## src/design/bpss_pkg.sv

```systemverilog
`timescale 1ns / 1ps
`default_nettype none
package bpss_pkg;

  typedef enum logic [2:0] {
    MODE_BOOT     = 3'd0,
    MODE_READY    = 3'd1,
    MODE_DEAD     = 3'd2,
    MODE_CHARGING = 3'd3,
    MODE_CHARGED  = 3'd4,
    MODE_LOWCUT   = 3'd5,
    MODE_FAULT    = 3'd6
  } mode_t;

  typedef enum logic [1:0] {
    KIND_CELL_TEMP = 2'd0,
    KIND_CELL_VOLT = 2'd1,
    KIND_PACK_VOLT = 2'd2
  } kind_t;

  localparam logic [2:0] REG_TEMP_LIMIT      = 3'd0;
  localparam logic [2:0] REG_CELL_VOLT_LIMIT = 3'd1;
  localparam logic [2:0] REG_PACK_VOLT_LIMIT = 3'd2;
  localparam logic [2:0] REG_EMPTY_SOC       = 3'd3;
  localparam logic [2:0] REG_FULL_SOC        = 3'd4;

  localparam logic signed [15:0] TEMP_LIMIT_RST = 16'sd600;
  localparam logic [15:0] CELL_VOLT_LIMIT_RST   = 16'd4000;
  localparam logic [15:0] PACK_VOLT_LIMIT_RST   = 16'd20800;
  localparam logic [6:0]  EMPTY_SOC_RST         = 7'd1;
  localparam logic [6:0]  FULL_SOC_RST          = 7'd100;

  typedef struct packed {
    logic signed [15:0] temp_limit;
    logic [15:0]        cell_volt_limit;
    logic [15:0]        pack_volt_limit;
    logic [6:0]         empty_soc;
    logic [6:0]         full_soc;
  } cfg_t;

  typedef struct packed {
    logic [2:0]         board_index;
    logic signed [15:0] cell_temp;
    logic [15:0]        cell_voltage;
    logic               last_board;
    logic [15:0]        pack_sense;
    logic               charger_present;
    logic               low_detect;
    logic [6:0]         soc_percent;
  } item_t;

endpackage
`default_nettype wire

```

## src/design/battery_pack_state_supervisor.sv

```systemverilog
`timescale 1ns / 1ps
`default_nettype none
// A result is presented after its closing (last_board) beat is accepted: the beat is held
// in the input register, then the mode and fault registers load it.
// Throughput: one board item per cycle; a closing beat waits in the input
// register only while the previous result is stalled on the output side.
// Reset (rst, synchronous): limits return to defaults, mode to boot, fault record cleared.
module battery_pack_state_supervisor #(
  parameter int MAX_BOARDS = 8
) (
  input  wire logic               clk,
  input  wire logic               rst,
  input  wire logic               cfg_we,
  input  wire logic [2:0]         cfg_index,
  input  wire logic [15:0]        cfg_data,
  input  wire logic               in_valid,
  output logic                    in_stall,
  input  wire logic [2:0]         board_index,
  input  wire logic signed [15:0] cell_temp,
  input  wire logic [15:0]        cell_voltage,
  input  wire logic               last_board,
  input  wire logic [15:0]        pack_sense,
  input  wire logic               charger_present,
  input  wire logic               low_detect,
  input  wire logic [6:0]         soc_percent,
  output logic                    out_valid,
  input  wire logic               out_stall,
  output logic [2:0]              pack_mode,
  output logic                    fault_flag,
  output logic [1:0]              fault_kind,
  output logic signed [16:0]      fault_reading,
  output logic [2:0]              fault_board
);
  import bpss_pkg::*;

  cfg_t  cfg;
  item_t item_r;
  logic  item_vld;
  logic  proc;
  logic  load;

  bpss_cfg u_cfg (
    .clk       (clk),
    .rst       (rst),
    .cfg_we    (cfg_we),
    .cfg_index (cfg_index),
    .cfg_data  (cfg_data),
    .cfg       (cfg)
  );

  // a closing beat may only go ahead once the result register is free
  assign proc     = item_vld && (!item_r.last_board || !out_valid || !out_stall);
  assign in_stall = item_vld && !proc;
  assign load     = in_valid && !in_stall;

  always_ff @(posedge clk) begin
    if (rst) begin
      item_vld <= 1'b0;
    end else if (load) begin
      item_vld <= 1'b1;
    end else if (proc) begin
      item_vld <= 1'b0;
    end
  end

  always_ff @(posedge clk) begin
    if (load) begin
      item_r.board_index     <= board_index;
      item_r.cell_temp       <= cell_temp;
      item_r.cell_voltage    <= cell_voltage;
      item_r.last_board      <= last_board;
      item_r.pack_sense      <= pack_sense;
      item_r.charger_present <= charger_present;
      item_r.low_detect      <= low_detect;
      item_r.soc_percent     <= soc_percent;
    end
  end

  bpss_core #(
    .MAX_BOARDS (MAX_BOARDS)
  ) u_core (
    .clk         (clk),
    .rst         (rst),
    .cfg         (cfg),
    .item        (item_r),
    .proc        (proc),
    .mode_out    (pack_mode),
    .held_active (fault_flag),
    .held_code   (fault_kind),
    .held_value  (fault_reading),
    .held_board  (fault_board)
  );

  always_ff @(posedge clk) begin
    if (rst) begin
      out_valid <= 1'b0;
    end else if (proc && item_r.last_board) begin
      out_valid <= 1'b1;
    end else if (!out_stall) begin
      out_valid <= 1'b0;
    end
  end

  a_flag_matches_mode: assert property (@(posedge clk) disable iff (rst)
    fault_flag == (pack_mode == MODE_FAULT))
    else $error("fault flag and fault mode disagree");

  a_result_from_close: assert property (@(posedge clk) disable iff (rst)
    $rose(out_valid) |-> $past(proc && item_r.last_board))
    else $error("result raised without a closing beat");

  a_kind_legal: assert property (@(posedge clk) disable iff (rst)
    fault_flag |-> (fault_kind != 2'd3))
    else $error("undefined fault kind recorded");

  a_no_overwrite: assert property (@(posedge clk) disable iff (rst)
    (out_valid && out_stall) |=> $stable(pack_mode) && $stable(fault_reading))
    else $error("stalled result overwritten");

endmodule
`default_nettype wire

```

## src/design/bpss_cfg.sv

```systemverilog
`timescale 1ns / 1ps
`default_nettype none
module bpss_cfg (
  input  wire logic          clk,
  input  wire logic          rst,
  input  wire logic          cfg_we,
  input  wire logic [2:0]    cfg_index,
  input  wire logic [15:0]   cfg_data,
  output bpss_pkg::cfg_t     cfg
);
  import bpss_pkg::*;

  always_ff @(posedge clk) begin
    if (rst) begin
      cfg.temp_limit      <= TEMP_LIMIT_RST;
      cfg.cell_volt_limit <= CELL_VOLT_LIMIT_RST;
      cfg.pack_volt_limit <= PACK_VOLT_LIMIT_RST;
      cfg.empty_soc       <= EMPTY_SOC_RST;
      cfg.full_soc        <= FULL_SOC_RST;
    end else if (cfg_we) begin
      unique case (cfg_index)
        REG_TEMP_LIMIT:      cfg.temp_limit      <= $signed(cfg_data);
        REG_CELL_VOLT_LIMIT: cfg.cell_volt_limit <= cfg_data;
        REG_PACK_VOLT_LIMIT: cfg.pack_volt_limit <= cfg_data;
        REG_EMPTY_SOC:       cfg.empty_soc       <= cfg_data[6:0];
        REG_FULL_SOC:        cfg.full_soc        <= cfg_data[6:0];
        default: ;
      endcase
    end
  end

endmodule
`default_nettype wire

```

## src/design/bpss_core.sv

```systemverilog
`timescale 1ns / 1ps
`default_nettype none
module bpss_core #(
  parameter int MAX_BOARDS = 8
) (
  input  wire logic             clk,
  input  wire logic             rst,
  input  wire bpss_pkg::cfg_t   cfg,
  input  wire bpss_pkg::item_t  item,
  input  wire logic             proc,
  output logic [2:0]            mode_out,
  output logic                  held_active,
  output logic [1:0]            held_code,
  output logic signed [16:0]    held_value,
  output logic [2:0]            held_board
);
  import bpss_pkg::*;

  mode_t              mode_reg, mode_next, mode_trans;
  logic               pass_hit, hit_next;
  logic [1:0]         pass_code, code_next;
  logic signed [16:0] pass_value, value_next;
  logic [2:0]         pass_board, board_next;
  logic               board_ok, temp_hit, volt_hit, pack_hit;
  logic               soc_empty, soc_full;

  // boards beyond the configured count are skipped, but still close the pass
  assign board_ok  = {2'b00, item.board_index} < 5'(MAX_BOARDS);
  assign temp_hit  = board_ok && (item.cell_temp > cfg.temp_limit);
  assign volt_hit  = board_ok && (item.cell_voltage > cfg.cell_volt_limit);
  assign pack_hit  = item.last_board && (item.pack_sense > cfg.pack_volt_limit);
  assign soc_empty = item.soc_percent < cfg.empty_soc;
  assign soc_full  = item.soc_percent >= cfg.full_soc;

  // pack over cell voltage over temperature; later beats override earlier ones
  always_comb begin
    hit_next = pass_hit | temp_hit | volt_hit | pack_hit;
    priority if (pack_hit) begin
      code_next  = KIND_PACK_VOLT;
      value_next = $signed({1'b0, item.pack_sense});
      board_next = 3'd0;
    end else if (volt_hit) begin
      code_next  = KIND_CELL_VOLT;
      value_next = $signed({1'b0, item.cell_voltage});
      board_next = item.board_index;
    end else if (temp_hit) begin
      code_next  = KIND_CELL_TEMP;
      value_next = 17'(item.cell_temp);
      board_next = item.board_index;
    end else begin
      code_next  = pass_code;
      value_next = pass_value;
      board_next = pass_board;
    end
  end

  always_comb begin
    mode_trans = mode_reg;
    unique case (mode_reg)
      MODE_BOOT: mode_trans = MODE_READY;
      MODE_READY: begin
        if (soc_empty) mode_trans = MODE_DEAD;
        else if (item.charger_present) mode_trans = MODE_CHARGING;
        else if (item.low_detect) mode_trans = MODE_LOWCUT;
      end
      MODE_DEAD: begin
        if (item.charger_present) mode_trans = MODE_CHARGING;
      end
      MODE_CHARGING: begin
        if (!item.charger_present) mode_trans = MODE_READY;
        else if (soc_full) mode_trans = MODE_CHARGED;
      end
      MODE_CHARGED: begin
        if (!item.charger_present) mode_trans = MODE_READY;
      end
      MODE_LOWCUT: begin
        if (!item.low_detect) mode_trans = MODE_READY;
        else if (soc_empty) mode_trans = MODE_DEAD;
      end
      MODE_FAULT: mode_trans = MODE_READY;
      default: mode_trans = MODE_FAULT;
    endcase
    mode_next = hit_next ? MODE_FAULT : mode_trans;
  end

  always_ff @(posedge clk) begin
    if (rst) begin
      mode_reg    <= MODE_BOOT;
      held_active <= 1'b0;
      held_code   <= '0;
      held_value  <= '0;
      held_board  <= '0;
      pass_hit    <= 1'b0;
      pass_code   <= '0;
      pass_value  <= '0;
      pass_board  <= '0;
    end else if (proc) begin
      if (item.last_board) begin
        mode_reg   <= mode_next;
        pass_hit   <= 1'b0;
        pass_code  <= '0;
        pass_value <= '0;
        pass_board <= '0;
        if (hit_next) begin
          held_active <= 1'b1;
          held_code   <= code_next;
          held_value  <= value_next;
          held_board  <= board_next;
        end else if (mode_reg == MODE_FAULT) begin
          held_active <= 1'b0;
        end
      end else begin
        pass_hit   <= hit_next;
        pass_code  <= code_next;
        pass_value <= value_next;
        pass_board <= board_next;
      end
    end
  end

  assign mode_out = mode_reg;

endmodule
`default_nettype wire

```

## config.mk

```make
export PLATFORM = sky130hd
export DESIGN_NAME = battery_pack_state_supervisor
export DESIGN_NICKNAME = d
export VERILOG_FILES = /design/src/design/bpss_pkg.sv /design/src/design/battery_pack_state_supervisor.sv /design/src/design/bpss_cfg.sv /design/src/design/bpss_core.sv
export SDC_FILE = /design/constraint.sdc
export NUM_CORES = 1
export LEC_CHECK = 0
export BUFFER_PORTS_ARGS = -buffer_cell sky130_fd_sc_hd__clkbuf_2
export CAP_MARGIN = 20
export CORE_MARGIN = 2
export CORE_UTILIZATION = 52
export DETAILED_ROUTE_END_ITERATION = 16
export PLACE_DENSITY = 0.74
export SLEW_MARGIN = 20
export SYNTH_ARGS = -nofsm -noshare
export SYNTH_HDL_FRONTEND = slang
export SYNTH_SLANG_ARGS = --single-unit
```

## constraint.sdc

```tcl
create_clock -name clk -period 3.8 [get_ports clk]
set_input_delay 0.38 -clock clk [delete_from_list [all_inputs] [get_ports clk]]
set_output_delay 0.38 -clock clk [all_outputs]
set_load 0.03 [all_outputs]
```

==> impl_metrics.ini <==
[synth]
ys_types = 62
synth-simple-area-share = 0.151
synth_seq_cells = 174
synth_warnings = 0
synth-xor-area-share = 0
postSynthNetCount = 1012
synth_top_family_by_area = compound AO/OA/AOI/OAI gates
ys_async_sr_fraction = 0
synthCells = 866
syn-mean-instance-area_sq_um = 9.58
synth-compound-area-share = 0.202
synth_adder_area_share = 0.0920
synth-edff-count = 61
synthMuxAreaShare = 0.00739
syn_area_sq_um = 8300
synthFlopType = dfxtp_1
yosysSeqAreaShare = 0.493

[worst_setup_path]
crit_type = flop to flop
crit_path_start_kind = flop
r2r_cells = 8
cp.arrival_ps = 3670
endpoint_kind = flop
critPathSlowestCell = nor3_4
cp_cell_sequence = ha_1, a21o_1, a21oi_1, o21ai_0, o31ai_2, nand2_2, nor3_4, o31ai_1
critical-path-max-stage-delay_ps = 700
r2r-start = item_r[55]$_DFFE_PP_
r2r-end = u_core.held_value[12]$_SDFFE_PP0P_
reg2reg_slack_ps = 420
worstSetupStartpoint = item_r[55]$_DFFE_PP_
crit_path_end = u_core.held_value[12]$_SDFFE_PP0P_
crit_required_ps = 4090
critPathMaxFanout = 17

[timing]
setup-tns-final_ps = 0
worstMarginPinSlew_ps = 764
fin_crit_ps = 3380
fmax_mhz = 295
rsz0062_at_grt = no
period_share = 0.891
fin_skew_ps = 9.78
setup_viol = 0
hold_viol_final = 0
slew_violations = 0
slew_headroom = 0.489

[clock_tree]
cts-resized-gates = 0
cts_root_buffer = clkbuf_16
post_cts_buffers = 0
clock-sinks = 174
cts_buffers = 17
clk_pin_slew_ps = 70
cts_tree = built
clk_path_buf_depth = 2
cts_max_level = 4
cts_hold_buf = 0
clock_latency_ps = 430

[job]
max_cap_viol_count = 0

[routing]
met3WireLength_mm = 1.76
vias = 6880
routed_wl_mm = 21.3
first_pass_iters = 5
ant_nets = 0
drtIter0Drc = 892
route.met2.wl_mm = 9.40
drc = 0
dr.max_layer_used = met4
wl_per_cell_um = 17.9
wl_met1_mm = 9.80
avgViaCountPerCell = 5.76

[layout]
antenna_cells = 0
finalInstanceArea_sq_um = 9670
mostFrequentLayoutCells = 147 x nand2_1, 113 x dfxtp_1, 112 x clkbuf_2, 76 x a21oi_1, 69 x inv_1
multiInputGateArea_sq_um = 3770
regArea_sq_um = 4090
fill_cells = 1340
final_common_cell = nand2_1
layout.nets = 1111
drive_gt1_frac = 0.172
area_delta_synth_final_pct = 16.5

[die]
start_util = 0.526
core_area_sq_um = 15800
io_pins = 113
die_h_um = 130
rows = 46
dieArea_sq_um = 17000
die_w_um = 130

[grt]
grt_overflow = 0
grt_max_degree = 49
grt_pass1_vias = 6302
grtUsageTotal = 0.258
antenna_found_initial = 0
grt_first_pass_wirelength_mm = 33.2

[power]
ir_drop_uv = 352
power_mw = 4.32
p_switching_mw = 1.08
pwr-share-seq = 0.479
p_leak_nw = 3.88
p_sw_frac = 0.251
internal_power_mw = 3.23
power.density_nw_per_um2 = 446
comb_power_share = 0.108
clkPwrFrac = 0.413

[worst_hold_path]
hold_path.class = primary input to flop

[placed_design]
port_buffers = 112
post_dp_cell_area_sq_um = 9060
post-dp-hpwl_mm = 15.7
gp_congestion = 0.879

[run_status]
status = complete, no violations
==> critical path: cells and delay by family (launching register included) <==
family / cells / cell delay [ps]
AND/OR/NAND/NOR: 2 / 1180
AO/OA/AOI/OAI: 5 / 1240
adder cells (fa/ha/maj): 1 / 340
flip-flops: 1 / 460
==> per-layer routing <==
metal | track usage | vias up
li1 | - | 3352
met1 | 0.365 | 3210
met2 | 0.394 | 283
met3 | 0.0631 | 35
met4 | 0.0776 | 0
met5 | 0 | -
==> registers in the layout, indices dropped and copies added, names as in the netlist, 2 cells and up <==
name / count
u_core.pass_board: 3
u_core.held_value: 17
item_r: 61
u_core.mode_out: 3
u_core.pass_code: 2
u_core.held_code: 2
u_core.pass_value: 17
u_core.held_board: 3
u_cfg.cfg: 62
==> kinds of logic after synthesis <==
family / Yosys count
flip-flops: 174
buffers and inverters: 116
adder cells (fa/ha/maj): 61
multiplexers: 6
AND/OR/NAND/NOR: 259
AO/OA/AOI/OAI: 250
==> synthesized netlist by cell type, types with 3 or more instances <==
cell type	number	area share
a211oi_1	18	0.016
a21boi_0	3	0.0027
a21o_1	6	0.0054
a21oi_1	76	0.046
a32oi_1	3	0.0032
and2_1	3	0.0023
and3_1	20	0.015
buf_1	4	0.0018
buf_2	6	0.0036
clkbuf_1	33	0.015
dfxtp_1	113	0.27
edfxtp_1	61	0.22
ha_1	61	0.092
inv_1	69	0.031
mux2i_1	5	0.0060
nand2_1	147	0.066
nand2b_1	5	0.0038
nand3_1	12	0.0072
nand4_1	10	0.0075
nand4b_1	14	0.015
nor2_1	20	0.0090
nor2b_1	7	0.0053
nor3_1	3	0.0018
nor4_1	3	0.0023
o211ai_1	22	0.020
o21a_1	5	0.0045
o21ai_0	33	0.020
o21ai_1	9	0.0054
o22ai_1	4	0.0030
o311ai_0	15	0.016
o31a_1	3	0.0032
o31ai_1	32	0.029
==> power by group through the flow <==
stage	Clock [mW]	Sequential (mW)	Combinational (mW)
after detailed placement	0	2.11	0.457
after global placement	0	2.10	0.449
after floorplan	0	2.11	0.276
after CTS	1.80	2.07	0.461
final	1.78	2.07	0.465
after global routing	1.87	2.07	0.512
==> stage by stage <==
stage               hold slack (ps)  utilization  setup slack (ps)  std cells
finish                          119        0.613               416       1194
global route                   99.7        0.613               236       1194
CTS                             107        0.613               488       1194
detailed placement              424        0.574               529       1162
global placement                422        0.574               560       1162
floorplan                       410            -              1030        866
==> final cells by class <==
cell class                      instances  area share
Clock buffer                           26      0.0562
Clock inverter                          6     0.00699
Inverter                               70      0.0272
Multi-Input combinational cell        576       0.390
Sequential cell                       174       0.423
Tap cell                              216      0.0279
Timing Repair Buffer                  126      0.0688
==> worst min-delay path by stage <==
stage / start / to / slack (ps) / cells after the start
3_3_place_gp: u_core.pass_code[1]$_SDFFE_PP0P_ / u_core.pass_code[1]$_SDFFE_PP0P_ / 420 / 2
5_1_grt: board_index[0] / item_r[58]$_DFFE_PP_ / 100 / 1
6_report: soc_percent[1] / item_r[1]$_DFFE_PP_ / 120 / 1
2_1_floorplan: u_core.pass_code[1]$_SDFFE_PP0P_ / u_core.pass_code[1]$_SDFFE_PP0P_ / 410 / 2
3_5_place_dp: u_core.pass_code[1]$_SDFFE_PP0P_ / u_core.pass_code[1]$_SDFFE_PP0P_ / 420 / 2
4_1_cts: board_index[2] / item_r[60]$_DFFE_PP_ / 110 / 1
Power figures use the tool's default switching activity.
